--- src/rfd_pkg.sv ---
// Shared types and constants of the remote frame decoder.
package rfd_pkg;

  localparam int FRAME_LEN   = 18;
  localparam int POS_W       = 5;
  // Only bytes 0 to 14 feed a result; bytes 15 to 17 are counted, not held.
  localparam int STORE_DEPTH = 15;
  localparam int STORE_IDX_W = 4;
  localparam int CH_W        = 11;
  localparam int SW_W        = 2;
  localparam int AXIS_W      = 16;
  localparam int BYTE_W      = 8;
  localparam int OUT_W       = 120;

  localparam logic [POS_W-1:0] LAST_POS     = POS_W'(FRAME_LEN - 1);
  localparam logic [POS_W-1:0] STORE_LIMIT  = POS_W'(STORE_DEPTH);
  localparam logic [SW_W-1:0]  SW_INVALID   = 2'd0;

  typedef struct packed {
    logic [CH_W-1:0]   stick_ch0;
    logic [CH_W-1:0]   stick_ch1;
    logic [CH_W-1:0]   stick_ch2;
    logic [CH_W-1:0]   stick_ch3;
    logic [SW_W-1:0]   switch_left;
    logic [SW_W-1:0]   switch_right;
    logic [AXIS_W-1:0] mouse_x;
    logic [AXIS_W-1:0] mouse_y;
    logic [AXIS_W-1:0] mouse_z;
    logic [BYTE_W-1:0] mouse_left;
    logic [BYTE_W-1:0] mouse_right;
    logic [BYTE_W-1:0] keys_low;
  } result_t;

  typedef struct packed {
    logic not_empty;
    logic not_full;
  } queue_status_t;

endpackage

--- src/rfd_front.sv ---
// Front end: byte counter, frame byte store, unpack and switch check.
module rfd_front (
  input  logic                      clk,
  input  logic                      rst,
  input  logic                      in_valid,
  input  logic [7:0]                in_data,
  output logic                      in_ready,
  input  logic                      queue_ready,
  output logic                      push,
  output rfd_pkg::result_t          rec
);

  logic [rfd_pkg::POS_W-1:0]  pos;
  logic [rfd_pkg::POS_W-1:0]  pos_next;
  logic [7:0]                 store [rfd_pkg::STORE_DEPTH];
  logic                       frame_end;
  logic                       accept;
  logic                       sw_ok;

  // Any count at or past the last position closes the frame.
  assign frame_end = (pos >= rfd_pkg::LAST_POS);
  assign in_ready  = !frame_end || queue_ready;
  assign accept    = in_valid && in_ready;

  always_comb begin
    pos_next = pos;
    if (accept) begin
      if (frame_end) begin
        pos_next = '0;
      end else begin
        pos_next = pos + rfd_pkg::POS_W'(1);
      end
    end
  end

  always_ff @(posedge clk) begin
    if (rst) begin
      pos <= '0;
    end else begin
      pos <= pos_next;
    end
  end

  always_ff @(posedge clk) begin
    if (accept && (pos < rfd_pkg::STORE_LIMIT)) begin
      store[pos[rfd_pkg::STORE_IDX_W-1:0]] <= in_data;
    end
  end

  always_comb begin
    rec.stick_ch0    = {store[1][2:0], store[0]};
    rec.stick_ch1    = {store[2][5:0], store[1][7:3]};
    rec.stick_ch2    = {store[4][0], store[3], store[2][7:6]};
    rec.stick_ch3    = {store[5][3:0], store[4][7:1]};
    rec.switch_left  = store[5][7:6];
    rec.switch_right = store[5][5:4];
    rec.mouse_x      = {store[7], store[6]};
    rec.mouse_y      = {store[9], store[8]};
    rec.mouse_z      = {store[11], store[10]};
    rec.mouse_left   = store[12];
    rec.mouse_right  = store[13];
    rec.keys_low     = store[14];
  end

  assign sw_ok = (rec.switch_left != rfd_pkg::SW_INVALID) &&
                 (rec.switch_right != rfd_pkg::SW_INVALID);
  assign push  = accept && frame_end && sw_ok;

endmodule

--- src/rfd_fifo.sv ---
// Short queue of decoded frames between front end and output stage.
module rfd_fifo #(
  parameter int DEPTH = 2
) (
  input  logic                   clk,
  input  logic                   rst,
  input  logic                   push,
  input  rfd_pkg::result_t       push_data,
  input  logic                   pop,
  output rfd_pkg::result_t       head,
  output rfd_pkg::queue_status_t status
);

  localparam int PTR_W = (DEPTH > 1) ? $clog2(DEPTH) : 1;
  localparam int CNT_W = $clog2(DEPTH + 1);
  localparam logic [PTR_W-1:0] PTR_LAST = PTR_W'(DEPTH - 1);
  localparam logic [CNT_W-1:0] CNT_FULL = CNT_W'(DEPTH);

  rfd_pkg::result_t   mem [DEPTH];
  logic [PTR_W-1:0]   wr_ptr;
  logic [PTR_W-1:0]   rd_ptr;
  logic [CNT_W-1:0]   count;
  logic               do_push;
  logic               do_pop;

  assign status.not_empty = (count != '0);
  assign status.not_full  = (count != CNT_FULL);
  assign do_push = push && status.not_full;
  assign do_pop  = pop && status.not_empty;
  assign head    = mem[rd_ptr];

  always_ff @(posedge clk) begin
    if (rst) begin
      wr_ptr <= '0;
      rd_ptr <= '0;
      count  <= '0;
    end else begin
      if (do_push) begin
        wr_ptr <= (wr_ptr == PTR_LAST) ? '0 : wr_ptr + PTR_W'(1);
      end
      if (do_pop) begin
        rd_ptr <= (rd_ptr == PTR_LAST) ? '0 : rd_ptr + PTR_W'(1);
      end
      if (do_push && !do_pop) begin
        count <= count + CNT_W'(1);
      end else if (do_pop && !do_push) begin
        count <= count - CNT_W'(1);
      end
    end
  end

  always_ff @(posedge clk) begin
    if (do_push) begin
      mem[wr_ptr] <= push_data;
    end
  end

endmodule

--- src/rfd_back.sv ---
// Output stage: registered result and its handshake.
module rfd_back (
  input  logic                          clk,
  input  logic                          rst,
  input  logic                          queue_valid,
  input  rfd_pkg::result_t              head,
  output logic                          pop,
  output logic                          out_valid,
  input  logic                          out_ready,
  output logic [rfd_pkg::OUT_W-1:0]     out_data
);

  assign pop = queue_valid && (!out_valid || out_ready);

  always_ff @(posedge clk) begin
    if (rst) begin
      out_valid <= 1'b0;
    end else if (pop) begin
      out_valid <= 1'b1;
    end else if (out_ready) begin
      out_valid <= 1'b0;
    end
  end

  always_ff @(posedge clk) begin
    if (pop) begin
      out_data <= {head.keys_low, head.mouse_right, head.mouse_left,
                   head.mouse_z, head.mouse_y, head.mouse_x,
                   head.switch_right, head.switch_left,
                   head.stick_ch3, head.stick_ch2, head.stick_ch1, head.stick_ch0};
    end
  end

endmodule

--- src/remote_frame_decoder_unit.sv ---
// Top level of the remote frame decoder: front end, frame queue, output stage.
//
// The block takes one received byte per request on the slave side and counts
// it into an 18-byte remote-control frame. Bytes 0 to 14 are held; on the
// 18th byte the frame is unpacked into four 11-bit stick channels, the two
// three-position switches, three 16-bit mouse axes, the two mouse button
// bytes and the low keyboard byte. A frame in which either switch reads 0
// is dropped and gives no result. Framing rests on the byte counter alone:
// there is no resynchronization, so a lost byte shifts every later frame.
// Rate: one byte per cycle, sustained. The only point at which the input can
// stall is the last byte of a frame, and only while the frame queue
// (QUEUE_DEPTH entries) is full because the master side is not taking
// results. A result passes through the frame queue and then the output
// register before it appears on the master side.
module remote_frame_decoder_unit #(
  parameter int QUEUE_DEPTH = 2
) (
  input  logic          clk,
  input  logic          rst,
  input  logic          s_tvalid,
  output logic          s_tready,
  input  logic [7:0]    s_tdata,   // [7:0] rx_byte
  output logic          m_tvalid,
  input  logic          m_tready,
  // [10:0] stick_ch0, [21:11] stick_ch1, [32:22] stick_ch2, [43:33] stick_ch3,
  // [45:44] switch_left, [47:46] switch_right, [63:48] mouse_x,
  // [79:64] mouse_y, [95:80] mouse_z, [103:96] mouse_left,
  // [111:104] mouse_right, [119:112] keys_low
  output logic [119:0]  m_tdata
);

  logic                   front_push;
  rfd_pkg::result_t       front_rec;
  rfd_pkg::result_t       q_head;
  rfd_pkg::queue_status_t q_stat;
  logic                   back_pop;

  // Count, hold and unpack; push a record only for frames with valid switches.
  rfd_front u_front (
    .clk         (clk),
    .rst         (rst),
    .in_valid    (s_tvalid),
    .in_data     (s_tdata),
    .in_ready    (s_tready),
    .queue_ready (q_stat.not_full),
    .push        (front_push),
    .rec         (front_rec)
  );

  // Hold decoded frames so the byte counter keeps running while results wait.
  rfd_fifo #(
    .DEPTH (QUEUE_DEPTH)
  ) u_fifo (
    .clk       (clk),
    .rst       (rst),
    .push      (front_push),
    .push_data (front_rec),
    .pop       (back_pop),
    .head      (q_head),
    .status    (q_stat)
  );

  // Advance a record into the output register whenever it is free or drains.
  rfd_back u_back (
    .clk         (clk),
    .rst         (rst),
    .queue_valid (q_stat.not_empty),
    .head        (q_head),
    .pop         (back_pop),
    .out_valid   (m_tvalid),
    .out_ready   (m_tready),
    .out_data    (m_tdata)
  );

`ifndef SYNTHESIS
  // A decoded frame is never pushed into a full queue.
  a_push_not_full: assert property (@(posedge clk) disable iff (rst)
    front_push |-> q_stat.not_full)
    else $error("frame pushed into full queue");

  // The input stalls only because the queue is full.
  a_stall_cause: assert property (@(posedge clk) disable iff (rst)
    !s_tready |-> !q_stat.not_full)
    else $error("input stalled with room in queue");

  // Nothing is offered on the master side right after reset.
  a_reset_idle: assert property (@(posedge clk)
    $past(rst) |-> !m_tvalid)
    else $error("result valid after reset");

  // A pop always moves a record into a free or draining output register.
  a_pop_loads: assert property (@(posedge clk) disable iff (rst)
    back_pop |=> m_tvalid)
    else $error("popped record not shown");
`endif

endmodule
--- config.mk ---
export PLATFORM = sky130hd
export DESIGN_NAME = remote_frame_decoder_unit
export DESIGN_NICKNAME = d
export VERILOG_FILES = /design/src/rfd_pkg.sv /design/src/rfd_front.sv /design/src/rfd_fifo.sv /design/src/rfd_back.sv /design/src/remote_frame_decoder_unit.sv
export SDC_FILE = /design/constraint.sdc
export NUM_CORES = 1
export LEC_CHECK = 0
export CAP_MARGIN = 15
export CORE_AREA = 2 2 239 241
export DETAILED_ROUTE_END_ITERATION = 8
export DIE_AREA = 0 0 241 243
export DONT_BUFFER_PORTS = 1
export GPL_TIMING_DRIVEN = 0
export PLACE_DENSITY_LB_ADDON = 0.08
export SETUP_SLACK_MARGIN = 0.1
export SYNTH_ARGS = -nofsm -noshare
export SYNTH_HDL_FRONTEND = slang
export SYNTH_HIERARCHICAL = 1
export SYNTH_SLANG_ARGS = --single-unit
export TNS_END_PERCENT = 1
--- constraint.sdc ---
create_clock -name clk -period 5 [get_ports clk]
set_clock_uncertainty 0.1 [all_clocks]
set_input_delay 0.5 -clock clk [delete_from_list [all_inputs] [get_ports clk]]
set_output_delay 0.5 -clock clk [all_outputs]
set_load 0.02 [all_outputs]
==> flow_metrics.env <==
export IMPL_slew_headroom=0.332
export IMPL_fin_tns_setup_ns=0
export IMPL_synth_area_um2=16600
export IMPL_post_dp_cell_area_um2=17700
export IMPL_holdBufCountCts=10
export IMPL_die_w_um=241
export IMPL_dr_first_iter_drc_count=351
export IMPL_clkPwrFrac=0.458
export IMPL_synth_main_ff_cell="edfxtp_1"
export IMPL_hpwl_mm=18.9
export IMPL_drcViolationCount=0
export IMPL_rsz0062_at_grt="false"
export IMPL_hold_class="primary input to register"
export IMPL_grt_max_degree=71
export IMPL_grt_total_usage=0.118
export IMPL_cp_slowest_stage_delay_ns=0.46
export IMPL_stdcell_count=1579
export IMPL_required_ns=5.12
export IMPL_rows=87
export IMPL_clk_latency_ns=0.58
export IMPL_placedCellCount=1468
export IMPL_fin_util=0.351
export IMPL_yosysTopAreaCell="edfxtp_1"
export IMPL_cts_max_level=2
export IMPL_powerDensity_nw_per_um2=430
export IMPL_worst_pin_slew_ns=0.998
export IMPL_routabilityCongestion=0.749
export IMPL_crit_fanout=68
export IMPL_synth_edf_count=480
export IMPL_p_sw_frac=0.189
export IMPL_grt_pass1_vias=7163
export IMPL_status="completed"
export IMPL_grt_pass1_wl_mm=48.9
export IMPL_finalHoldViolCount=0
export IMPL_initial_core_util=0.297
export IMPL_synth_seq_area_share=0.880
export IMPL_synthCells=706
export IMPL_cts_buffer_depth=3
export IMPL_crit_buf_inv=2
export IMPL_ir_drop_uv=221
export IMPL_yosysWarnings=6
export IMPL_synth_async_reset_ratio=0
export IMPL_synth_seq_cells=491
export IMPL_routedWlPerCell_um=21.5
export IMPL_core_um2=56000
export IMPL_ant_nets=0
export IMPL_finalCritPeriodShare=0.589
export IMPL_postRouteWirelength_mm=34.0
export IMPL_crit_chain="nand2b_1 -> nand3_1 -> a21oi_2 -> o221a_2 -> nand3b_1 -> inv_6 -> buf_16"
export IMPL_p_leak_nw=6.10
export IMPL_power_frac_comb=0.010
export IMPL_path_class="register to register"
export IMPL_critPathArrivalTime_ns=3.07
export IMPL_pin_count=134
export IMPL_ys_types=37
export IMPL_syn2layout_area_growth_pct=18.1
export IMPL_vias_per_cell=4.22
export IMPL_setup_worst_path_end_class="register"
export IMPL_drive_gt1_frac=0.291
export IMPL_layout_nets=794
export IMPL_cpMaxStageDelayCell="inv_6"
export IMPL_drv_slew=0
export IMPL_cts_tree="done"
export IMPL_maxCapViolations=0
export IMPL_first_pass_iters=4
export IMPL_path_clk_slew_ns=0.06
export IMPL_die_area_um2=58600
export IMPL_p_int_mw=6.86
export IMPL_crit_family="buffers and inverters"
export IMPL_num_vias=6659
export IMPL_cp_start_kind="register"
export IMPL_cts_resized=0
export IMPL_seqPwrFrac=0.532
export IMPL_clock_fmax_mhz=339
export IMPL_synth_area_leaders="edfxtp_1, mux2_2, dfxtp_1"
export IMPL_fin_crit_ns=2.95
export IMPL_grt_antenna_before_repair=0
export IMPL_cts_sinks=491
export IMPL_syn_nets=723
export IMPL_cts_root_buffer="clkbuf_16"
export IMPL_overflow=0
export IMPL_port_buffers=0
export IMPL_cts_setup_buffers=0
export IMPL_cts_buffers=53
export IMPL_design_area_um2=19700
export IMPL_die_h_um=243
export IMPL_p_sw_mw=1.60
export IMPL_syn_mean_instance_area_um2=23.6
export IMPL_synth_top_area_frac=0.866
export IMPL_setup_viol=0
## synthesized netlist by cell type (all sizes together), types with 3 or more instances
library cell / instances
mux2: 121
edfxtp: 480
nand3: 6
buf: 15
inv: 6
o21ai: 5
xor2: 3
nand4: 3
nand2: 3
a21oi: 5
nor2: 14
nor3: 5
nand2b: 4
dfxtp: 11
ha: 5
## registers in the layout, summed over array words and instances, names as in the netlist, named ones only
name              cells
u_back/out_data     120
u_back/out_valid      1
u_fifo/mem          240
u_front/store       120
u_fifo/count          2
u_front/pos           5
u_fifo/rd_ptr         1
u_fifo/wr_ptr         1
## cells by family (layout without fill, tap and decap cells)
logic type | after synthesis | count (layout) | synth area share
XOR/XNOR | 3 | 3 | 0.00158
flip-flops | 491 | 491 | 0.880
AND/OR/NAND/NOR | 45 | 45 | 0.0151
buffers and inverters | 22 | 138 | 0.0102
AO/OA/AOI/OAI | 19 | 19 | 0.00797
other | 0 | 1 | 0
multiplexers | 121 | 121 | 0.0819
adder cells (fa/ha/maj) | 5 | 5 | 0.00376
## power by group through the flow
stage / Clock [mW] / Combinational, mW / Sequential [mW]
2_1_floorplan: 0 / 0.0210 / 4.58
3_3_place_gp: 0 / 0.0298 / 4.58
3_5_place_dp: 0 / 0.0343 / 4.58
4_1_cts: 4.02 / 0.0874 / 4.49
5_1_grt: 4.18 / 0.0902 / 4.49
6_report: 3.88 / 0.0827 / 4.50
## final cells by class
class	instances	area (um^2)
Multi-Input combinational cell	193	1850
Buffer	16	146
Timing Repair Buffer	16	303
Inverter	6	27.5
Clock inverter	29	290
Antenna cell	1	2.50
Tap cell	756	946
Fill cell	5201	36300
Clock buffer	71	1460
Sequential cell	491	14600
## final timing paths
check / from / endpoint / slack [ns] / cells after the start
min: s_tdata[0] / u_front/store[14][0] / 0.11 / 1
max: u_fifo/count[0] / u_fifo/mem[0][84] / 2.05 / 7
max reg2reg: u_fifo/count[0] / u_fifo/mem[0][84] / 2.05 / 7
min reg2reg: u_front/store[5][1] / u_fifo/mem[1][84] / 0.34 / 0
## layout by cell type (no fill, tap or decap), drive strengths merged, types with 2 or more instances in the layout
master,instances
nand4,3
dfxtp,11
or3,2
nand3,6
bufinv,6
clkinv,22
o21ai,5
clkbuf,72
nand2,3
xor2,3
a31oi,2
a21oi,5
ha,5
dlygate4sd3,2
nor3,5
inv,7
buf,29
edfxtp,480
nor2,14
and2,2
nand2b,4
mux2,121
## metrics by stage
stage / hold WS (ns) / power [mW] / setup slack, ns
after detailed placement: 0.330 / 4.62 / 1.97
after global routing: 0.0740 / 8.77 / 1.81
after global placement: 0.323 / 4.61 / -1.64
after floorplan: 0.321 / 4.60 / 0.493
after CTS: 0.0611 / 8.60 / 2.00
final: 0.107 / 8.45 / 2.05
## worst reg2reg max path: cells and delay by family, from the launching register on
family | cells | cell delay, ns
compound gates | 2 | 0.48
flops | 1 | 0.40
simple gates | 3 | 0.67
buf+inv | 2 | 0.81
## per-layer routing
layer  track usage  vias to the layer above  share of wire
met3        0.0313                       76          0.052
met2         0.200                      163           0.51
li1              -                     2975              -
met5             0                        -              0
met1         0.140                     3445           0.41
met4        0.0499                        0          0.035
No activity file was read; power rests on OpenSTA's default activity.
